### src/rtl/nde_pkg.sv
// ----------------------------------------------------------------------------
// nde_pkg
// Shared types and constants for the nonlinear diffusion step block.
// ----------------------------------------------------------------------------
package nde_pkg;

   localparam int unsigned DATA_W = 32;
   localparam logic [31:0] SAT32 = 32'hFFFF_FFFF;
   localparam logic [31:0] ONE_Q16 = 32'h0001_0000;

   localparam logic OP_STEP = 1'b0;
   localparam logic OP_READ = 1'b1;

   localparam logic [1:0] REG_COURANT = 2'd0;
   localparam logic [1:0] REG_COEF_POW = 2'd1;
   localparam logic [1:0] REG_BND_POW = 2'd2;

   typedef struct packed {
      logic        operation;
      logic [10:0] cell_index;
   } req_type;

   typedef struct packed {
      logic [31:0] value;
      logic [31:0] step_size;
   } rsp_type;

   // one multiply job handed to the shared multiplier
   typedef struct packed {
      logic [31:0] a;
      logic [31:0] b;
   } mul_op_type;

   function automatic logic [31:0] sat_q16(input logic [63:0] p);
      logic [47:0] s;
      begin
         s = p[63:16];
         sat_q16 = (s[47:32] != 16'd0) ? SAT32 : s[31:0];
      end
   endfunction

endpackage

### src/rtl/nde_qmul.sv
// ----------------------------------------------------------------------------
// nde_qmul
// Registered Q16.16 multiply, 64-bit product split into two 16x32 partial
// products accumulated over one pipeline, saturating.
// ----------------------------------------------------------------------------
module nde_qmul
   import nde_pkg::*;
(
   input  logic        clock,
   input  mul_op_type  op,
   output logic [31:0] prod
);

   logic [47:0] lo_ff, hi_ff;
   logic [47:0] lo_in, hi_in;
   logic [31:0] prod_ff, prod_in;
   logic [63:0] full;

   assign lo_in = 48'(op.a) * 48'(op.b[15:0]);
   assign hi_in = 48'(op.a) * 48'(op.b[31:16]);
   assign full = 64'(lo_ff) + {hi_ff, 16'd0};
   assign prod_in = sat_q16(full);
   assign prod = prod_ff;

   always_ff @(posedge clock) begin
      lo_ff <= lo_in;
      hi_ff <= hi_in;
      prod_ff <= prod_in;
   end

endmodule

### config.mk
export PLATFORM = sky130hd
export DESIGN_NAME = nde_qmul
export DESIGN_NICKNAME = d
export VERILOG_FILES = /design/src/rtl/nde_pkg.sv /design/src/rtl/nde_qmul.sv
export SDC_FILE = /design/constraint.sdc
export NUM_CORES = 2
export LEC_CHECK = 0
export BUFFER_PORTS_ARGS = -buffer_cell sky130_fd_sc_hd__clkbuf_2
export CAP_MARGIN = 5
export CORE_MARGIN = 2
export CORE_UTILIZATION = 41
export CTS_BUF_LIST = sky130_fd_sc_hd__clkbuf_4 sky130_fd_sc_hd__clkbuf_8
export DETAILED_ROUTE_END_ITERATION = 6
export GPL_TIMING_DRIVEN = 0
export PLACE_DENSITY = 0.59
export RECOVER_POWER = 25
export SETUP_SLACK_MARGIN = 0.5
export SLEW_MARGIN = 20
export SYNTH_ARGS = -nofsm -noshare
export SYNTH_HDL_FRONTEND = slang
export SYNTH_SLANG_ARGS = --single-unit
### constraint.sdc
create_clock -name clock -period 13 [get_ports clock]
set_input_delay 1.3 -clock clock [delete_from_list [all_inputs] [get_ports clock]]
set_output_delay 1.3 -clock clock [all_outputs]
set_load 0.05 [all_outputs]
==> flow_metrics.py <==
metrics = {
    "synthesis": {
        "synth.area.top_cells": "fa_1 46%, ha_1 9.2%, inv_1 9.0%",
        "synth_nets": 5354,
        "synth_top_area_share_pct": 45.60,
        "synth_warnings": 0,
        "synth-async-reset-ratio_pct": 0,
        "yosysTopAreaCell": "fa_1",
        "synth.avg_cell_area_um2": 8.773,
        "ys_seq_elements": 112,
        "ys_types": 75,
        "synthCells": 4184,
        "synthesis.area_um2": 36710,
        "synth_common_cells": "882 x inv_1, 836 x fa_1, 686 x nand2_1",
        "synth_most_common_cell": "inv_1",
        "synth_seq_area_share_pct": 6.109,
        "synth_edf_count": 0,
        "synth_top_flop_cell": "dfxtp_1",
    },
    "sta": {
        "clock_skew_ns": 0.01323,
        "grt_setup_unrepaired": "false",
        "worstMarginPinSlew_ns": 1.169,
        "final.setup.tns_ns": 0,
        "slew_viol_final": 0,
        "clock.fmax_mhz": 112.7,
        "finalCriticalPeriod_ns": 8.874,
        "slew_headroom_pct": 22.05,
        "finalHoldViolCount": 0,
        "finalSetupViolations": 0,
        "holdWs_ns": 0.5762,
        "period_share_pct": 68.26,
    },
    "layout": {
        "syn_to_final_growth_pct": 5.703,
        "finalNetCount": 5461,
        "drive_above_1_share_pct": 3.143,
    },
    "critical_path": {
        "cp.arrival_ns": 9.13,
        "slowest_delay_ns": 0.78,
        "cp_slowest_cell": "clkbuf_1",
        "crit_path_start_kind": "input port",
        "cp_common_cell": "fa_1",
        "cp-end-kind": "flop",
        "timing.critical_path.cells": "clkbuf_2, clkbuf_1, nand2_1, fa_1, inv_1, fa_1, fa_1, fa_1, fa_1, inv_1, fa_1, inv_1, ha_1, a21oi_1, o21ai_0, a221oi_1, o32ai_1, o41a_1, or2_2, a21oi_1, o21bai_1, xor2_1",
        "crit_fanout": 10,
        "worst-path-buf-inv": 5,
        "critPathTopFamily": "adder cells",
        "crit_required_ns": 13.26,
        "path_class": "input port to flop",
    },
    "routing": {
        "ant_nets": 0,
        "drtIter0Drc": 1959,
        "drcViolationCount": 0,
        "routed_via_density": 5.238,
        "firstDrtPassIters": 7,
        "wl_per_cell_um": 21.29,
        "vias": 28640,
        "wl_mm": 116.4,
    },
    "global_routing": {
        "grt_util_all_layers_pct": 26.57,
        "grt_pass1_wl_mm": 181.2,
        "overflow": 0,
        "grt_pass1_vias": 30330,
        "grt_max_degree": 20,
        "antenna_found_initial": 8,
    },
    "cts": {
        "root_buffer": "clkbuf_8",
        "cts_tree": "done",
        "clkLatencyLatePin_ns": 0.42,
        "hold_buffers": 0,
        "cts.sinks": 112,
        "cts_resized": 0,
        "cts_inserted_buffers": 9,
        "clk_pin_slew_ns": 0.11,
        "clock_path_buffers": 2,
        "post_cts_buffers": 0,
        "htree_levels": 3,
    },
    "floorplanning": {
        "die_y_um": 303.2,
        "core_area_um2": 88510,
        "start_util_pct": 41.47,
        "rows": 109,
        "ios": 97,
        "die_x_um": 303.2,
        "dieArea_um2": 91930,
    },
    "placed_design": {
        "hpwl_mm": 98.86,
        "io_buffers": 96,
        "place_congestion": 0.9204,
    },
    "job": {
        "max_cap_violations": 0,
    },
    "status": {
        "run_status": "completed",
    },
    "hold_path": {
        "hp-class": "flop to flop",
    },
}
## cell type report
class	count	area [um2]
fill	8917	49710
clock inverter	6	55.05
timing repair buffer	96	439.2
antenna	7	17.52
inverter	882	3311
multi-input combinational	2966	30230
tap	1165	1458
sequential	112	2242
buffer	224	919.6
clock buffer	9	123.9
## registers in the layout, summed over array words and instances, names as in the netlist
| register | cells |
|---|---|
| hi_ff | 48 |
| lo_ff | 32 |
| prod | 32 |
## routing by layer
metal	wire [um]	track usage [%]	vias up
li1	-	-	12700
met1	47180	34.24	14650
met2	54850	44.45	1026
met3	8156	4.019	255
met4	6180	11.53	6
met5	40	0	-
## path summary, 6_finish.rpt
check | start | to | slack, ns | cells past startpoint
setup / recovery | op[7] | lo_ff[40]$_DFF_P_ | 4.13 | 22
hold reg to reg | hi_ff[0]$_DFF_P_ | prod[0]$_SDFF_PP1_ | 0.58 | 2
hold / removal | hi_ff[0]$_DFF_P_ | prod[0]$_SDFF_PP1_ | 0.58 | 2
setup reg to reg | hi_ff[23]$_DFF_P_ | prod[27]$_SDFF_PP1_ | 8.79 | 14
## metrics by stage
step / std cells / area, um2 / util, % / setup slack [ns]
final: 5467 / 38800 / 43.83 / 4.126
after global routing: 5460 / 38780 / 43.81 / 4.060
after CTS: 5460 / 38820 / 43.86 / 4.253
after detailed placement: 5445 / 38640 / 43.66 / 3.816
after global placement: 5445 / 38640 / 43.66 / 3.924
after floorplan: 4184 / 36710 / - / 5.837
## cell families after synthesis
family | Yosys count | share of synthesized area (%)
AO/OA/AOI/OAI | 366 | 6.470
XOR/XNOR | 105 | 2.505
adder cells (fa/ha/maj) | 1105 | 54.77
buffers and inverters | 1106 | 11.53
flip-flops | 112 | 6.109
multiplexers | 5 | 0.1364
AND/OR/NAND/NOR | 1385 | 18.49
## worst reg2reg max path, stage by stage (launching register included)
cell	delay (ns)
dfxtp_1	0.38
ha_1	0.24
buf_2	0.17
a21o_1	0.20
a31oi_1	0.35
a21boi_1	0.48
or4_1	0.19
nand4_1	0.07
or4_1	0.53
nor4_1	0.34
nand4_1	0.29
nor3b_2	0.43
buf_6	0.23
buf_12	0.16
nand2_2	0.05
## cells in the final DEF (no fill, tap or decap), drive strengths merged, types with 5 or more instances in the layout
| master | Yosys | routed |
|---|---|---|
| ha | 269 | 269 |
| or3 | 8 | 8 |
| a31oi | 14 | 14 |
| and4 | 11 | 11 |
| xor2 | 46 | 46 |
| diode | 0 | 7 |
| nand2 | 707 | 707 |
| buf | 16 | 16 |
| a221oi | 5 | 5 |
| and3 | 18 | 18 |
| o211ai | 10 | 10 |
| a21oi | 119 | 119 |
| fa | 836 | 836 |
| and2 | 432 | 432 |
| a211oi | 14 | 14 |
| xnor2 | 59 | 59 |
| mux2i | 5 | 5 |
| nor2b | 16 | 16 |
| o221ai | 5 | 5 |
| dfxtp | 112 | 112 |
| nor4 | 6 | 6 |
| or2 | 9 | 9 |
| nand2b | 15 | 15 |
| clkbuf | 208 | 313 |
| inv | 882 | 884 |
| nor2 | 77 | 77 |
| o21ai | 68 | 68 |
| a21o | 58 | 58 |
| a211o | 5 | 5 |
| o21bai | 9 | 9 |
| nand4 | 31 | 31 |
| nand3 | 29 | 29 |
| nor3 | 16 | 16 |
| o21a | 20 | 20 |
Power is left out: the tool's default activity adds up to more than one toggle a clock period on the data nets, which glitch-free logic cannot reach.
