## src/rtl/nde_pkg.sv

```systemverilog
// ----------------------------------------------------------------------------
// nde_pkg
// Shared types and constants for the nonlinear diffusion step block.
// ----------------------------------------------------------------------------
package nde_pkg;

   localparam int unsigned DATA_W = 32;
   localparam logic [31:0] SAT32 = 32'hFFFF_FFFF;
   localparam logic [31:0] ONE_Q16 = 32'h0001_0000;

   localparam logic OP_STEP = 1'b0;
   localparam logic OP_READ = 1'b1;

   localparam logic [1:0] REG_COURANT = 2'd0;
   localparam logic [1:0] REG_COEF_POW = 2'd1;
   localparam logic [1:0] REG_BND_POW = 2'd2;

   typedef struct packed {
      logic        operation;
      logic [10:0] cell_index;
   } req_type;

   typedef struct packed {
      logic [31:0] value;
      logic [31:0] step_size;
   } rsp_type;

   // one multiply job handed to the shared multiplier
   typedef struct packed {
      logic [31:0] a;
      logic [31:0] b;
   } mul_op_type;

   function automatic logic [31:0] sat_q16(input logic [63:0] p);
      logic [47:0] s;
      begin
         s = p[63:16];
         sat_q16 = (s[47:32] != 16'd0) ? SAT32 : s[31:0];
      end
   endfunction

endpackage

```

## src/rtl/nde_recip.sv

```systemverilog
// ----------------------------------------------------------------------------
// nde_recip
// Radix-2 restoring divider for 2^32 / kmax, one quotient bit per cycle.
// ----------------------------------------------------------------------------
module nde_recip
   import nde_pkg::*;
(
   input  logic        clock,
   input  logic        reset,
   input  logic        start,
   input  logic [31:0] divisor,
   output logic        done,
   output logic [31:0] quotient
);

   logic [32:0] rem_ff, rem_in;
   logic [32:0] quo_ff, quo_in;
   logic [5:0]  cnt_ff, cnt_in;
   logic        run_ff, run_in;
   logic        done_ff, done_in;
   logic [33:0] trial;

   // dividend is 1 followed by 32 zeros: 33 bit steps
   assign trial = {rem_ff, (cnt_ff == 6'd0)};

   always_comb begin
      rem_in = rem_ff;
      quo_in = quo_ff;
      cnt_in = cnt_ff;
      run_in = run_ff;
      done_in = 1'b0;
      if (start) begin
         rem_in = '0;
         quo_in = '0;
         cnt_in = '0;
         run_in = 1'b1;
      end else if (run_ff) begin
         if (trial >= {2'b00, divisor}) begin
            rem_in = 33'(trial - {2'b00, divisor});
            quo_in = {quo_ff[31:0], 1'b1};
         end else begin
            rem_in = trial[32:0];
            quo_in = {quo_ff[31:0], 1'b0};
         end
         cnt_in = cnt_ff + 6'd1;
         if (cnt_ff == 6'd32) begin
            run_in = 1'b0;
            done_in = 1'b1;
         end
      end
   end

   assign done = done_ff;
   assign quotient = quo_ff[32] ? SAT32 : quo_ff[31:0];

   always_ff @(posedge clock) begin
      if (reset) begin
         run_ff <= 1'b0;
         done_ff <= 1'b0;
         cnt_ff <= '0;
      end else begin
         run_ff <= run_in;
         done_ff <= done_in;
         cnt_ff <= cnt_in;
      end
      rem_ff <= rem_in;
      quo_ff <= quo_in;
   end

endmodule

```

## config.mk

```make
export PLATFORM = sky130hd
export DESIGN_NAME = nde_recip
export DESIGN_NICKNAME = d
export VERILOG_FILES = /design/src/rtl/nde_pkg.sv /design/src/rtl/nde_recip.sv
export SDC_FILE = /design/constraint.sdc
export NUM_CORES = 1
export LEC_CHECK = 0
export ABC_AREA = 1
export BUFFER_PORTS_ARGS = -buffer_cell sky130_fd_sc_hd__buf_2
export CAP_MARGIN = 20
export CORE_ASPECT_RATIO = 0.5
export CORE_MARGIN = 10
export CORE_UTILIZATION = 40
export CTS_CLUSTER_DIAMETER = 60
export DETAILED_ROUTE_END_ITERATION = 10
export HOLD_SLACK_MARGIN = 0.1
export PLACE_DENSITY = 0.67
export SYNTH_ARGS = -nofsm -noshare
export SYNTH_HDL_FRONTEND = slang
export SYNTH_SLANG_ARGS = --single-unit
export TNS_END_PERCENT = 100
```

## constraint.sdc

```tcl
create_clock -name clock -period 3 [get_ports clock]
set_input_delay 0.6 -clock clock [delete_from_list [all_inputs] [get_ports clock]]
set_output_delay 0.6 -clock clock [all_outputs]
set_load 0.01 [all_outputs]
```

==> flow_metrics.py <==
metrics = {
    "final_layout": {
        "multi_input_area_um2": 3690,
        "finalNetCount": 1162,
        "seqCellArea_um2": 1480,
        "final_cells": 1295,
        "post_route_cells_drive_above_1_share_pct": 13.3,
        "diodes": 0,
        "fillers": 1539,
        "area_growth_pct": 13.3,
    },
    "critical_path": {
        "cp_common_cell": "nand2_1",
        "r2r_cells": 18,
        "timing.rr.start": "cnt_ff[0]",
        "cp.required_ns": 3.27,
        "r2r_setup_slack_ns": 0.24,
        "crit_chain": "inv_1, ha_1, nor3b_2, nand3_1, ha_1, inv_1, fa_1, nand2_1, nand2_1, nand2_1, nand2_1, nand3_1, nand2_1, nand2_1, nand2_1, nor2_1, nand3_2, a21oi_2",
        "cpPeakStageDelay_ns": 0.43,
        "worstSetupPathType": "reg -> reg",
        "crit_arrival_ns": 3.03,
        "path_max_fanout": 4,
        "end_kind": "flip-flop",
        "cpMaxStageDelayCell": "fa_1",
        "rr_endpoint": "rem_ff[32]",
        "crit_path_start_kind": "flip-flop",
    },
    "logic_synthesis": {
        "syn-cell-area_um2": 6040,
        "synth_top_area_share_pct": 24.5,
        "synth_common_cells": "326 x nand2_1, 190 x inv_1, 106 x nor2_1",
        "synth-xor-area-share_pct": 2.32,
        "synthTopCellsByArea": "dfxtp_1 25%, nand2_1 20%, inv_1 12%, ha_1 7.0%, nor2_1 6.6%",
        "synth_compound_area_share_pct": 8.20,
        "synth-seq-cells": 74,
        "synthAdderAreaFrac_pct": 7.37,
        "yosysSeqAreaShare_pct": 24.5,
        "ys_types": 34,
        "async_flop_share_pct": 0,
        "synth_mux_area_share_pct": 0,
        "synth_top_area_cell": "dfxtp_1",
        "synth_edf_count": 0,
        "yosysMostFrequentCell": "nand2_1",
        "ys.flop_type": "dfxtp_1",
        "syn_inst": 1042,
        "avgSynthCellArea_um2": 5.80,
        "ys_warn_count": 0,
        "synth_top_family_by_area": "simple AND/OR/NAND/NOR gates",
        "synth-simple-area-share_pct": 42.8,
        "syn_nets": 1112,
    },
    "sta": {
        "fmax_ghz": 0.362,
        "fin_crit_sh_pct": 92.1,
        "worst_pin_slew_ns": 0.851,
        "finalSetupTns_ns": 0,
        "setup_viol": 0,
        "fin_skew_ns": 0.00894,
        "rsz0062_at_grt": "false",
        "relSlewSlack_pct": 43.2,
        "slew_viol_final": 0,
        "fin_crit_ns": 2.76,
        "hold_violations": 0,
    },
    "cts": {
        "post_cts_resized": 0,
        "clkLatencyLatePin_ns": 0.34,
        "clkSinkCount": 74,
        "cts_root_buf": "clkbuf_16",
        "cts.clk_slew.worst_paths_ns": 0.07,
        "postCtsHoldBufs": 0,
        "cts_buffers": 9,
        "cts_max_level": 3,
        "clock_path_buffers": 2,
        "postCtsSetupRepairBufs": 0,
        "cts_tree": "done",
    },
    "routing": {
        "routed_via_density": 4.94,
        "first_pass_iters": 5,
        "wirelength_um": 17100,
        "route.vias.total": 6397,
        "initialDrtViolationCount": 512,
        "wire_per_inst_um": 13.2,
        "ant_nets": 0,
        "drc": 0,
    },
    "power_and_ir_drop": {
        "vdd_ir_drop_max_mv": 0.247,
        "p_leak_uw": 0.00376,
        "power_density_nw_per_um2": 520,
    },
    "global_routing": {
        "grt_pass1_vias": 5908,
        "grt_overflow_total": 0,
        "antenna_found_initial": 0,
        "grt_max_degree": 72,
        "grt_use_total_pct": 15.7,
        "grt_pass1_wl_um": 28200,
    },
    "job": {
        "maxCapViolCount": 0,
    },
    "floorplan": {
        "dieWidth_um": 194,
        "fp.dieH_um": 107,
        "start_util_pct": 41.3,
        "ios": 68,
        "rows": 31,
        "core_um2": 14600,
        "dieArea_um2": 20700,
    },
    "worst_hold_path": {
        "hold_end": "run_ff",
        "hp-class": "in -> reg",
        "hold_depth": 2,
        "hold_start": "reset",
    },
    "placed_design": {
        "place.gp.congestion": 0.912,
        "dp.cells": 1278,
        "portBuffers": 67,
        "dp_hpwl_um": 12400,
    },
    "status": {
        "outcome": "finished clean",
    },
}
power breakdown:
group	switching (µW)	leakage, µW	total [µW]	internal, µW
clock	497	0.000148	1160	660
combinational	788	0.00300	1260	474
sequential	72.9	0.000605	1140	1070
total	1360	0.00376	3560	2200
per-layer routing:
layer / track usage [%] / up-vias / wire [µm]
li1: - / 3313 / -
met1: 22.2 / 2915 / 8980
met2: 24.5 / 159 / 7170
met3: 2.92 / 10 / 858
met4: 2.95 / 0 / 91
met5: 0 / - / 0
sequential cells by signal, summed over array words and instances, names as in the netlist:
| signal | count |
|---|---|
| quo_ff | 33 |
| rem_ff | 33 |
| cnt_ff | 6 |
| done | 1 |
| run_ff | 1 |
worst max-delay path: cells and delay by family (launching register included):
kind / cells / cell delay (ns)
compound gates: 1 / 0.17
fa+ha+maj: 3 / 0.76
simple gates: 12 / 1.24
buf+inv: 2 / 0.14
flops: 1 / 0.36
cell families after synthesis:
family / count (synthesis)
compound gates: 97
xor+xnor: 16
fa+ha+maj: 35
buf+inv: 230
flops: 74
simple gates: 590
layout by cell type, fill, tap and decap left out, types with 5 or more instances in the layout:
cell type,synthesis,final
dfxtp_1,74,73
nand3b_1,12,12
ha_1,34,34
buf_2,13,67
a21oi_1,58,58
buf_4,2,8
nor2_1,106,106
nor2_2,6,6
nand3_1,49,49
nand2_1,326,325
o21ai_0,34,34
xnor2_1,15,15
clkbuf_16,0,9
or2_2,32,32
nand4_1,35,35
nor3_1,9,9
nand2_2,4,5
inv_6,0,5
inv_1,190,190
per-stage QoR:
step / hold WS, ns / total power [µW] / util (%) / instance area [µm²] / worst slack (ns)
2_1_floorplan: 0.454 / 2090 / - / 6040 / 0.622
3_3_place_gp: 0.474 / 2380 / 44.6 / 6520 / 0.260
3_5_place_dp: 0.477 / 2390 / 44.6 / 6520 / 0.167
4_1_cts: 0.418 / 3560 / 46.7 / 6820 / 0.133
5_1_grt: 0.420 / 3810 / 46.8 / 6850 / 0.00292
6_report: 0.421 / 3560 / 46.8 / 6850 / 0.238
layout make-up:
| class | instances | share of cell area (%) |
|---|---|---|
| repair buffers | 75 | 5.77 |
| inverters | 193 | 10.6 |
| multi-input cells | 739 | 53.9 |
| clock buffers | 9 | 3.29 |
| flip-flops and latches | 74 | 21.6 |
| clock inverters | 7 | 1.19 |
| well taps | 198 | 3.62 |
worst max path at each step:
stage                     startpoint    endpoint  slack (ns)
after global placement     cnt_ff[0]  rem_ff[21]        0.26
final                      cnt_ff[0]  rem_ff[32]        0.24
after floorplan            cnt_ff[0]  rem_ff[22]        0.62
after CTS                  cnt_ff[0]  rem_ff[27]        0.13
after detailed placement   cnt_ff[0]  rem_ff[27]        0.17
after global routing       cnt_ff[0]  rem_ff[31]       0.003
Power figures use the tool's default switching activity.
