[config.mk]
export PLATFORM = sky130hd
export DESIGN_NAME = nde_cell
export DESIGN_NICKNAME = d
export VERILOG_FILES = /design/src/rtl/nde_pkg.sv /design/src/rtl/nde_cell.sv
export SDC_FILE = /design/constraint.sdc
export NUM_CORES = 1
export LEC_CHECK = 0
export ABC_AREA = 0
export BUFFER_PORTS_ARGS = -buffer_cell sky130_fd_sc_hd__buf_2
export CAP_MARGIN = 15
export CORE_MARGIN = 3
export CORE_UTILIZATION = 42
export DETAILED_ROUTE_END_ITERATION = 10
export HOLD_SLACK_MARGIN = 0.02
export PLACE_DENSITY = 0.77
export SYNTH_ARGS = -nofsm -noshare
export SYNTH_HDL_FRONTEND = slang
export SYNTH_SLANG_ARGS = --single-unit
[constraint.sdc]
create_clock -name clock -period 0.9 [get_ports clock]
set_clock_uncertainty 0.05 [all_clocks]
set_input_delay 0.09 -clock clock [delete_from_list [all_inputs] [get_ports clock]]
set_output_delay 0.09 -clock clock [all_outputs]
set_load 0.01 [all_outputs]
[src/rtl/nde_pkg.sv]
// ----------------------------------------------------------------------------
// nde_pkg
// Shared types and constants for the nonlinear diffusion step block.
// ----------------------------------------------------------------------------
package nde_pkg;

   localparam int unsigned DATA_W = 32;
   localparam logic [31:0] SAT32 = 32'hFFFF_FFFF;
   localparam logic [31:0] ONE_Q16 = 32'h0001_0000;

   localparam logic OP_STEP = 1'b0;
   localparam logic OP_READ = 1'b1;

   localparam logic [1:0] REG_COURANT = 2'd0;
   localparam logic [1:0] REG_COEF_POW = 2'd1;
   localparam logic [1:0] REG_BND_POW = 2'd2;

   typedef struct packed {
      logic        operation;
      logic [10:0] cell_index;
   } req_type;

   typedef struct packed {
      logic [31:0] value;
      logic [31:0] step_size;
   } rsp_type;

   // one multiply job handed to the shared multiplier
   typedef struct packed {
      logic [31:0] a;
      logic [31:0] b;
   } mul_op_type;

   function automatic logic [31:0] sat_q16(input logic [63:0] p);
      logic [47:0] s;
      begin
         s = p[63:16];
         sat_q16 = (s[47:32] != 16'd0) ? SAT32 : s[31:0];
      end
   endfunction

endpackage

[src/rtl/nde_cell.sv]
// ----------------------------------------------------------------------------
// nde_cell
// One node of the profile chain. Shifts toward lower index when enabled;
// cleared by reset.
// ----------------------------------------------------------------------------
module nde_cell
   import nde_pkg::*;
(
   input  logic        clock,
   input  logic        reset,
   input  logic        shift,
   input  logic [31:0] from_right,
   output logic [31:0] node
);

   logic [31:0] node_ff;

   assign node = node_ff;

   always_ff @(posedge clock) begin
      if (reset) begin
         node_ff <= '0;
      end else if (shift) begin
         node_ff <= from_right;
      end
   end

endmodule

==> out/summary.txt, run 1 <==
Status: complete, but fails checks
Failing checks: setup timing
Routability Congestion: 0.628
DP HPWL: 1900 um
Psw: 811 uW
Final setup margin: -0.0580 ns
Cell count of the worst reg-to-reg path: 3
Fin. Hold Viols: 0
Worst-path fanout max: 2
DP Cell Count: 195
RSZ-0062 raised after global routing: true
Max-cap violations: 0
Antenna diodes: 0
Fin nets: 246
Final period util: 106%
Comb power frac: 21.8%
RR Startpoint: node[29]
DIE HEIGHT: 58.6 um
Reg clk slew, reported paths: 0.11 ns
CP top delay family: flip-flops
Maximum VDD drop: 1.49 mV
Initial antenna violation count: 0
Placed Area: 1510 um^2
Slew margin rel.: 84.2%
Post-route cell area: 2180 um^2
R2R Setup Slk: 0 ns
Worst Path Buf+Inv: 1
Total number of vias: 1130
Clock sinks: 32
Routed wire length: 3740 um
Io pins: 67
Seq pwr share: 51.9%
CTS tree: yes
Worst Path Required: 0.76 ns
Drt pass-1 iters: 3
Cell taking the most area after synthesis: dfxtp_1
Reg2reg end: node[29]
Input/output buffers: 66
Max clock buf depth: 2
Hold Crit Start: reset
Synthesized area: 1160 um^2
Clock period minus worst slack: 0.958 ns
Average wire per standard cell: 15.5 um
GRT overflow: 0
Power Total: 3.05 mW
Max FFs per register: 32
Vias/cell: 4.67
Crit Path Category: register to primary output
Total GRT Usage: 22.8%
Critical path, cell by cell: buf_6
Fmax: 1040 MHz
Yosys warnings: 0
Clk pwr share: 26.3%
Final Max Slew Viols: 0
Min-Delay Endpoint: node[7]
Antenna viol nets, final: 0
Share of layout cells above drive strength 1: 54.7%
Yosys top cell area share: 55.1%
Switch share: 26.6%
Mean Syn Cell Area: 11.3 um^2
Syn nets: 138
P&R area growth vs syn: 87.2%
Worst slack, placed: 0.00753 ns
Worst-skew pair later-pin latency: 0.33 ns
Synth top area cells: dfxtp_1 (55%), mux2i_1 (28%), nor2_1 (10%)
Pin count of the biggest net entering global routing: 33
Num CTS Buffers: 5
Core ar.: 2540 um^2
First-iteration detailed-routing DRC count: 30
Vias in the first global route: 1224
CP arrival: 0.82 ns
First-pass GRT wire length: 5660 um
WHS Path Cells: 3
P_int: 2.24 mW
CP endpoint kind: primary output
P_leak: 1.09 nW
Max H-tree Level: 2
CTS root buffer: clkbuf_4
Worst slew pin tran: 0.230 ns
Setup violators final: 32
Slowest cell on crit path: dfxtp_2
Final Non-Filler Cells: 242
CP max stage delay: 0.38 ns
Synth cell types: 6
Residual DRC: 0
Initial Utilization: 45.7%
Sequential share of the synthesized area: 55.1%
Syn Inst Count: 103
DIE WIDTH: 58.6 um
Full die area: 3440 um^2
Pwr dens: 1400 nW/um^2
Synth Register Bits: 32
Rows: 18
Worst min path class: primary input to register
Startpoint types: register
==> power by group through the flow <==
stage | Clock [mW] | Combinational (mW) | Sequential [mW]
2_1_floorplan | 0 | 0.196 | 1.61
3_3_place_gp | 0 | 0.403 | 1.57
3_5_place_dp | 0 | 0.420 | 1.57
4_1_cts | 0.797 | 0.630 | 1.58
5_1_grt | 0.884 | 0.711 | 1.59
6_report | 0.800 | 0.665 | 1.58
==> how the worst max path moves through the flow <==
stage,startpoint,end,slack (ns),cells after the start
floorplan,shift,node[0],0.17,4
global placement,shift,node[17],0.09,4
CTS,node[24],node[24],-0.04,1
finish,node[26],node[26],-0.06,1
detailed placement,shift,node[15],0.008,4
global route,node[26],node[26],-0.09,1
==> logic make-up (layout without fill, tap and decap cells) <==
| kind of cell | count (synthesis) | after routing | synth area share [%] |
|---|---|---|---|
| buf+inv | 7 | 116 | 7.10 |
| flops | 32 | 32 | 55.1 |
| mux | 32 | 32 | 27.5 |
| simple gates | 32 | 32 | 10.3 |
==> cell usage after synthesis <==
library cell	count
buf_12	3
buf_6	1
clkbuf_1	3
dfxtp_1	32
mux2i_1	32
nor2_1	32
==> through the flow <==
stage	TNS [ns]	hold WS, ns	utilization [%]
floorplan	0	0.112	-
global placement	0	0.275	59.3
detailed placement	0	0.286	59.3
CTS	-0.865	0.0730	84.4
global route	-1.77	0.0813	85.6
finish	-0.629	0.0874	85.6
==> placed cells by master (no fill, tap or decap) <==
cell type / n
nor2_1: 32
buf_2: 34
clkinv_4: 1
buf_4: 7
mux2i_1: 32
dfxtp_2: 32
buf_12: 3
dlygate4sd3_1: 32
buf_6: 32
clkinv_2: 2
clkbuf_4: 5
==> layout make-up <==
type | count | area, um^2
clock buffers | 5 | 37.5
repair buffers | 108 | 963
well taps | 30 | 37.5
flip-flops and latches | 32 | 681
multi-input cells | 64 | 440
clock inverters | 3 | 18.8
fillers | 141 | 367
==> worst reg2reg max path: cells and delay by family, from the launching register on <==
family,cells,cell delay [ns]
muxes,1,0.20
DFF,1,0.34
and+or+nand+nor,1,0.08
buffers and inverters,1,0.13
==> timing repair <==
item | 4_1_cts | 5_1_grt
pin swaps | 0 | 0
buffers inserted | 3 | 4
gates resized for setup | 64 | 0
endpoints found under the hold margin | 32 | 0
hold buffers | 32 | 0
setup endpoints to repair | 32 | 32
==> routing by layer <==
metal	wire length [um]	global-route usage [%]
met2	2120	44.7
met3	209	6.14
met4	71	11.0
met1	1340	21.5
met5	0	0
(Power assumes the default switching activity.)
==> inputs of run 2 (changes only) <==
--- a/config.mk
+++ b/config.mk
@@ -8,11 +8,13 @@
 export ABC_AREA = 0
 export BUFFER_PORTS_ARGS = -buffer_cell sky130_fd_sc_hd__buf_2
 export CAP_MARGIN = 15
+export CELL_PAD_IN_SITES_DETAIL_PLACEMENT = 1
+export CELL_PAD_IN_SITES_GLOBAL_PLACEMENT = 1
 export CORE_MARGIN = 3
-export CORE_UTILIZATION = 42
+export CORE_UTILIZATION = 31
 export DETAILED_ROUTE_END_ITERATION = 10
 export HOLD_SLACK_MARGIN = 0.02
-export PLACE_DENSITY = 0.77
+export PLACE_DENSITY_LB_ADDON = 0.1
 export SYNTH_ARGS = -nofsm -noshare
 export SYNTH_HDL_FRONTEND = slang
 export SYNTH_SLANG_ARGS = --single-unit
==> run 2 against run 1 <==
Against the previous run: the flow now finishes without violations; final area decreased by 8.8%; first-iteration DRC count is 10% higher; worst hold slack worse by 0.062 ns; utilization is 28 points lower; routed wire length is 12% lower; clock power increased by 39%; highest routed layer unchanged; total power up 5.3%; cell count is 2.1% higher.
==> out/summary.txt, run 2 (synthesis gave the netlist of run 1 again) <==
Reg clk slew, reported paths: 0.06 ns (-0.05 ns)
Final setup margin: 0.0215 ns (+0.0795 ns)
Vias in the first global route: 1114 (-9.0%)
Fin. Hold Viols: 0 (unchanged)
Worst-skew pair later-pin latency: 0.27 ns (-0.06 ns)
DIE WIDTH: 67.3 um (+15%)
Total GRT Usage: 14.9% (-8.0 points)
Input/output buffers: 66 (unchanged)
Max FFs per register: 32 (unchanged)
Max clock buf depth: 2 (unchanged)
Comb power frac: 16.8% (-5.0 points)
Worst slew pin tran: 0.149 ns (-0.0815 ns)
Max-cap violations: 0 (unchanged)
Switch share: 23.4% (-3.2 points)
Rows: 21 (+3)
# fillers: 404 (+190%)
Crit Path Category: register to primary output
Share of layout cells above drive strength 1: 51.7% (-3.0 points)
Num CTS Buffers: 5 (unchanged)
Clk pwr share: 34.5% (+8.2 points)
Setup violators final: 0 (-100%)
CTS tree: yes
CP arrival: 0.74 ns (-0.08 ns)
Placed Area: 1530 um^2 (+1.3%)
Full die area: 4520 um^2 (+32%)
Vias/cell: 4.36 (-6.5%)
Slew margin rel.: 89.8% (+5.6 points)
First-iteration detailed-routing DRC count: 33 (+10%)
Power Total: 3.21 mW (+5.3%)
GR Util met2: 29.1% (-16 points)
Pin count of the biggest net entering global routing: 33 (unchanged)
Antenna viol nets, final: 0 (unchanged)
Final period util: 97.6% (-8.8 points)
Drt pass-1 iters: 2 (-1)
P_leak: 1.02 nW (-6.4%)
CTS root buffer: clkbuf_8
Fmax: 1140 MHz (+9.0%)
Routed wire length: 3280 um (-12%)
Seq pwr share: 48.7% (-3.2 points)
Critical path, cell by cell: buf_2
Post CTS Setup Buffer Count: 0 (-3)
CP top delay family: flip-flops
GRT overflow: 0 (unchanged)
P&R area growth vs syn: 70.6%
DIE HEIGHT: 67.3 um (+15%)
Antenna diodes: 0 (unchanged)
DP HPWL: 1990 um (+4.7%)
Routability Congestion: 0.663 (+5.5%)
Routing usage on met3: 4.16% (-2.0 points)
CP max stage delay: 0.33 ns (-0.05 ns)
Most used routing layer in global routing: met2
Average wire per standard cell: 13.3 um (-14%)
Worst-path fanout max: 2 (unchanged)
CP endpoint kind: primary output
Fin nets: 235 (-4.5%)
Final Max Slew Viols: 0 (unchanged)
Post-route cell area: 1990 um^2 (-8.8%)
Slowest cell on crit path: dfxtp_2
M1 GR Usage: 14.0% (-7.5 points)
Clock period minus worst slack: 0.878 ns (-0.0795 ns)
Worst min path class: primary input to register
Total number of vias: 1078 (-4.6%)
Core ar.: 3470 um^2 (+36%)
Residual DRC: 0 (unchanged)
Status: complete, no violations
Maximum VDD drop: 0.862 mV (-42%)
Initial Utilization: 33.5% (-12 points)
Most common cell after layout, fill and taps aside: buf_2
Psw: 751 uW (-7.4%)
Io pins: 67 (unchanged)
Worst slack, placed: 0.0339 ns (+0.0264 ns)
Worst Path Required: 0.76 ns (about the same)
Startpoint types: register
Commonest cells after routing, fill and taps aside: buf_2 (58), mux2i_1 (32), nor2_1 (32)
First-pass GRT wire length: 4920 um (-13%)
Worst Path Buf+Inv: 1 (unchanged)
Initial antenna violation count: 0 (unchanged)
Clock sinks: 32 (unchanged)
Max H-tree Level: 2 (unchanged)
P_int: 2.46 mW (+9.9%)
Pwr dens: 1620 nW/um^2 (+16%)
[run 2: cell count changes in the layout (fill, tap and decap cells not counted), sizes merged]
cell         change
dlygate4sd3      -4
clkbuf           +3
buf              -7
clkinv           -3
[run 2: repair_timing]
action                     CTS  global route
hold buffers                27             1
hold endpoints to repair    27             1
setup endpoints to repair    2            27
gates resized for setup      2            35
[run 2: layout make-up]
| type | instances | area, um^2 | area share [%] |
|---|---|---|---|
| Clock buffer | 8 | 90.1 | 4.54 |
| Multi-Input combinational cell | 64 | 440 | 22.2 |
| Sequential cell | 32 | 677 | 34.1 |
| Tap cell | 46 | 57.6 | 2.90 |
| Timing Repair Buffer | 97 | 721 | 36.3 |
[run 2: stage by stage]
| step | hold WS, ns | setup TNS (ns) | cells | util [%] |
|---|---|---|---|---|
| global route | 0.0345 | -0.00898 | 247 | 57.3 |
| CTS | 0.0208 | 0 | 246 | 54.5 |
| global placement | 0.274 | 0 | 211 | 44.1 |
| finish | 0.0256 | 0 | 247 | 57.3 |
| detailed placement | 0.284 | 0 | 211 | 44.1 |
| floorplan | 0.112 | 0 | 103 | - |
[run 2: path summary, 6_finish.rpt]
| path | from | endpoint | slack [ns] | cells after the start |
|---|---|---|---|---|
| setup / recovery | node[29] | node[29] | 0.02 | 1 |
| hold / removal | from_right[10] | node[10] | 0.03 | 3 |
| setup reg to reg | node[29] | node[29] | 0.22 | 2 |
| hold reg to reg | node[21] | node[21] | 0.43 | 2 |
[run 2: metal layers]
layer  part of all wire (%)  wire length [um]
met1                     38              1230
met2                     56              1830
met3                    5.4               178
met4                    1.1                36
met5                      0                 0
[run 2: power by group through the flow]
| stage | logic (mW) | registers [mW] | clock network (mW) |
|---|---|---|---|
| floorplan | 0.196 | 1.61 | 0 |
| global placement | 0.410 | 1.57 | 0 |
| detailed placement | 0.422 | 1.57 | 0 |
| CTS | 0.514 | 1.54 | 1.14 |
| global route | 0.590 | 1.57 | 1.21 |
| finish | 0.539 | 1.56 | 1.11 |
